### src/rtl/bfha_ram.sv
// bfha_ram: generic single-write, single-read ram with registered read data
// no dependencies
`timescale 1ns / 1ps

module bfha_ram #(
  parameter int WIDTH = 8,
  parameter int DEPTH = 16
) (
  input  logic                     clk,
  input  logic                     we,
  input  logic [$clog2(DEPTH)-1:0] waddr,
  input  logic [WIDTH-1:0]         wdata,
  input  logic [$clog2(DEPTH)-1:0] raddr,
  output logic [WIDTH-1:0]         rdata
);

  logic [WIDTH-1:0] mem [DEPTH];

  // write port and registered read port
  always_ff @(posedge clk) begin
    if (we) begin
      mem[waddr] <= wdata;
    end
    rdata <= mem[raddr];
  end

endmodule

### config.mk
export PLATFORM = sky130hd
export DESIGN_NAME = bfha_ram
export DESIGN_NICKNAME = d
export VERILOG_FILES = /design/src/rtl/bfha_ram.sv
export SDC_FILE = /design/constraint.sdc
export NUM_CORES = 1
export LEC_CHECK = 0
export BUFFER_PORTS_ARGS = -buffer_cell sky130_fd_sc_hd__buf_2
export CAP_MARGIN = 20
export CORE_MARGIN = 2
export CORE_UTILIZATION = 30
export CTS_BUF_LIST = sky130_fd_sc_hd__clkbuf_8
export CTS_CLUSTER_SIZE = 20
export DETAILED_ROUTE_END_ITERATION = 6
export HOLD_SLACK_MARGIN = 0.02
export PLACE_DENSITY = 0.46
export SETUP_SLACK_MARGIN = 0.2
export SLEW_MARGIN = 20
export SYNTH_ARGS = -nofsm -noshare
export SYNTH_HDL_FRONTEND = slang
export SYNTH_SLANG_ARGS = --single-unit
### constraint.sdc
create_clock -name clk -period 3.08 [get_ports clk]
set_clock_uncertainty 0.05 [all_clocks]
set_input_delay 0.616 -clock clk [delete_from_list [all_inputs] [get_ports clk]]
set_output_delay 0.616 -clock clk [all_outputs]
set_load 0.05 [all_outputs]
==> metrics.md <==
| Metric | Value |
|---|---|
| Max Root-Sink Buffers | `2` |
| DR pass1 iterations | `4` |
| Tot Pwr | `3690 uW` |
| Worst slew pin tran | `~860 ps` |
| Initial Util | `0.308` |
| Initial antenna violation count | `0` |
| Ys async rst share | `0` |
| Peak supply drop | `between 0.0002 and 0.0003 V` |
| Pleak | `0.00199 uW` |
| CORE AREA | `16,700 um^2` |
| Setup CP Type | `in2reg` |
| Status | `completed` |
| Setup crit end kind | `register` |
| Clock Latency Late Sink | `around 440 ps` |
| Count leader, synth | `edfxtp_1` |
| CP max FO | `8` |
| Crit path DAT | `1810 ps` |
| Synthesized area per cell | `22.5 um^2` |
| Die Ht | `approximately 130 um` |
| Max_cap viols | `0` |
| Top post-synthesis cells by count | `edfxtp_1, mux4_2, a22oi_1` |
| CTS buffer count | `17` |
| First-pass GRT wire length | `about 17 mm` |
| Part of the cycle the worst path needs | `0.582` |
| Power per cell area | `a little over 600 nW/um^2` |
| Post-layout util | `0.358` |
| Startpoint Class | `primary input` |
| Post-synth top area cell | `edfxtp_1` |
| Post-synth top flop | `edfxtp_1` |
| Hold Path Class | `in2reg` |
| Row count | `47` |
| Largest net degree at the start of global routing | `33` |
| DRC Markers | `0` |
| Synth unique cells | `19` |
| Ports | `26` |
| Die X | `between 100 and 150 um` |
| Synthesized Nets | `around 250` |
| Clock transition at path regs | `roughly 80 ps` |
| CTS Hold Buffers Added | `0` |
| Unrepaired setup endpoints after global routing | `no` |
| Vias in the first global route | `roughly 2.5k` |
| GRT Total Usage | `0.132` |
| Yosys warns | `0` |
| Largest stage delay on the critical path | `about 550 ps` |
| Final GP Congestion | `0.682` |
| Register-to-Register Path Depth | `3` |
| DP HPWL | `7.00 mm` |
| # diodes | `0` |
| CTS tree | `yes` |
| Achievable frequency | `around 560 MHz` |
| Routed length per instance | `~22 um` |
| Fin nets | `slightly below 300` |
| IO Port Bufs | `25` |
| Setup TNS | `0 ps` |
| H-tree levels | `4` |
| Initial DRC Count | `roughly 180` |
| CP max-delay cell | `nor2_1` |
| Synth top area share | `0.747` |
| Fin crit period | `between 1500 and 2000 ps` |
| Clock root buffer | `clkbuf_8` |
| Post-route ant nets | `0` |
| GRT Residual Overflow | `0` |
| Vias | `between 2k and 2.5k` |
| CP Cell Sequence | `buf_2 > or3b_2 > nor2_1` |
| Max-slew headroom | `0.426` |
| Synth Instances | `229` |
| Slew Viols, Final | `0` |
| Number of synthesized register bits | `about 140` |
| Total wire length | `about 11 mm` |
| Final Hold Viols | `0` |
| Via density | `4.70` |
| Share of post-route cells with drive strength above 1 | `0.304` |
| CTS resizes | `0` |
| Mapped Area | `5150 um^2` |
| Hold depth | `1` |
| Number of flops mapped to enable cells by yosys | `approximately 130` |
| Post CTS Setup Buffer Count | `0` |
| Full die area | `around 18,000 um^2` |
| Synth top area cells | `edfxtp_1, mux4_2, mux4_1` |
| Area Overhead vs Synth | `16.3%` |
| Final setup fails | `0` |
| CTS Sinks | `roughly 140` |
| Sequential cell area fraction in the yosys report | `0.778` |
| Worst endpoint required time | `between 3000 and 4000 ps` |
power by group:
part,internal (uW),switching (uW)
registers,2070,12.2
clock network,706,664
logic,82.3,155
cell type report:
class,instances,area [um^2]
Fill cell,1579,10700
Tap cell,220,275
Clock inverter,15,138
Clock buffer,17,234
Multi-Input combinational cell,83,1060
Timing Repair Buffer,42,278
Sequential cell,136,4000
sequential cells by signal (all words and copies together) (netlist names):
| name | count |
|---|---|
| rdata | 8 |
| mem | 128 |
critical path, delay by kind of cell:
kind	cells	cell delay (ps)
buffers and inverters	1	110
and+or+nand+nor	2	1080
layout by cell type (no fill, tap or decap), types with 2 or more instances in the layout:
master     netlist  final
clkinv_2         0      4
buf_2            3     25
mux4_2          18     18
mux4_1          14     14
clkinv_1         0      2
nor3_1           4      4
nor2_1          13     13
buf_4            1     15
dfxtp_1          8      8
bufinv_16        0      2
clkinv_4         0      3
buf_12           0      2
edfxtp_1       128    128
nand2b_1         2      2
a22oi_1         16     16
nand3b_1         2      2
nand2_1          9      9
clkbuf_8         0     17
inv_1            0      2
worst paths after layout:
kind	to	from	slack, ps
min reg2reg	rdata[4]	mem[15][4]	620
min	mem[1][6]	wdata[6]	510
max reg2reg	rdata[3]	mem[5][3]	1660
max	mem[1][4]	waddr[2]	1290
metal layers:
metal,global-route usage,vias up,share of wire
li1,-,1074,-
met1,0.180,1266,0.47
met2,0.205,59,0.48
met3,0.0330,10,0.034
met4,0.0503,0,0.012
met5,0,-,0
per-stage QoR:
stage	std cells	worst slack [ps]	area, um^2	hold WS [ps]
finish	513	1290	5990	510
global route	513	1200	5990	492
CTS	513	1250	5990	479
detailed placement	481	813	5610	618
global placement	481	874	5610	604
floorplan	229	921	5150	579
cells by family after synthesis:
family,Yosys count,share of synthesized area
simple gates,35,0.0318
flops,136,0.778
buf+inv,10,0.0168
mux,32,0.150
compound gates,16,0.0233
Power figures use the tool's default switching activity.
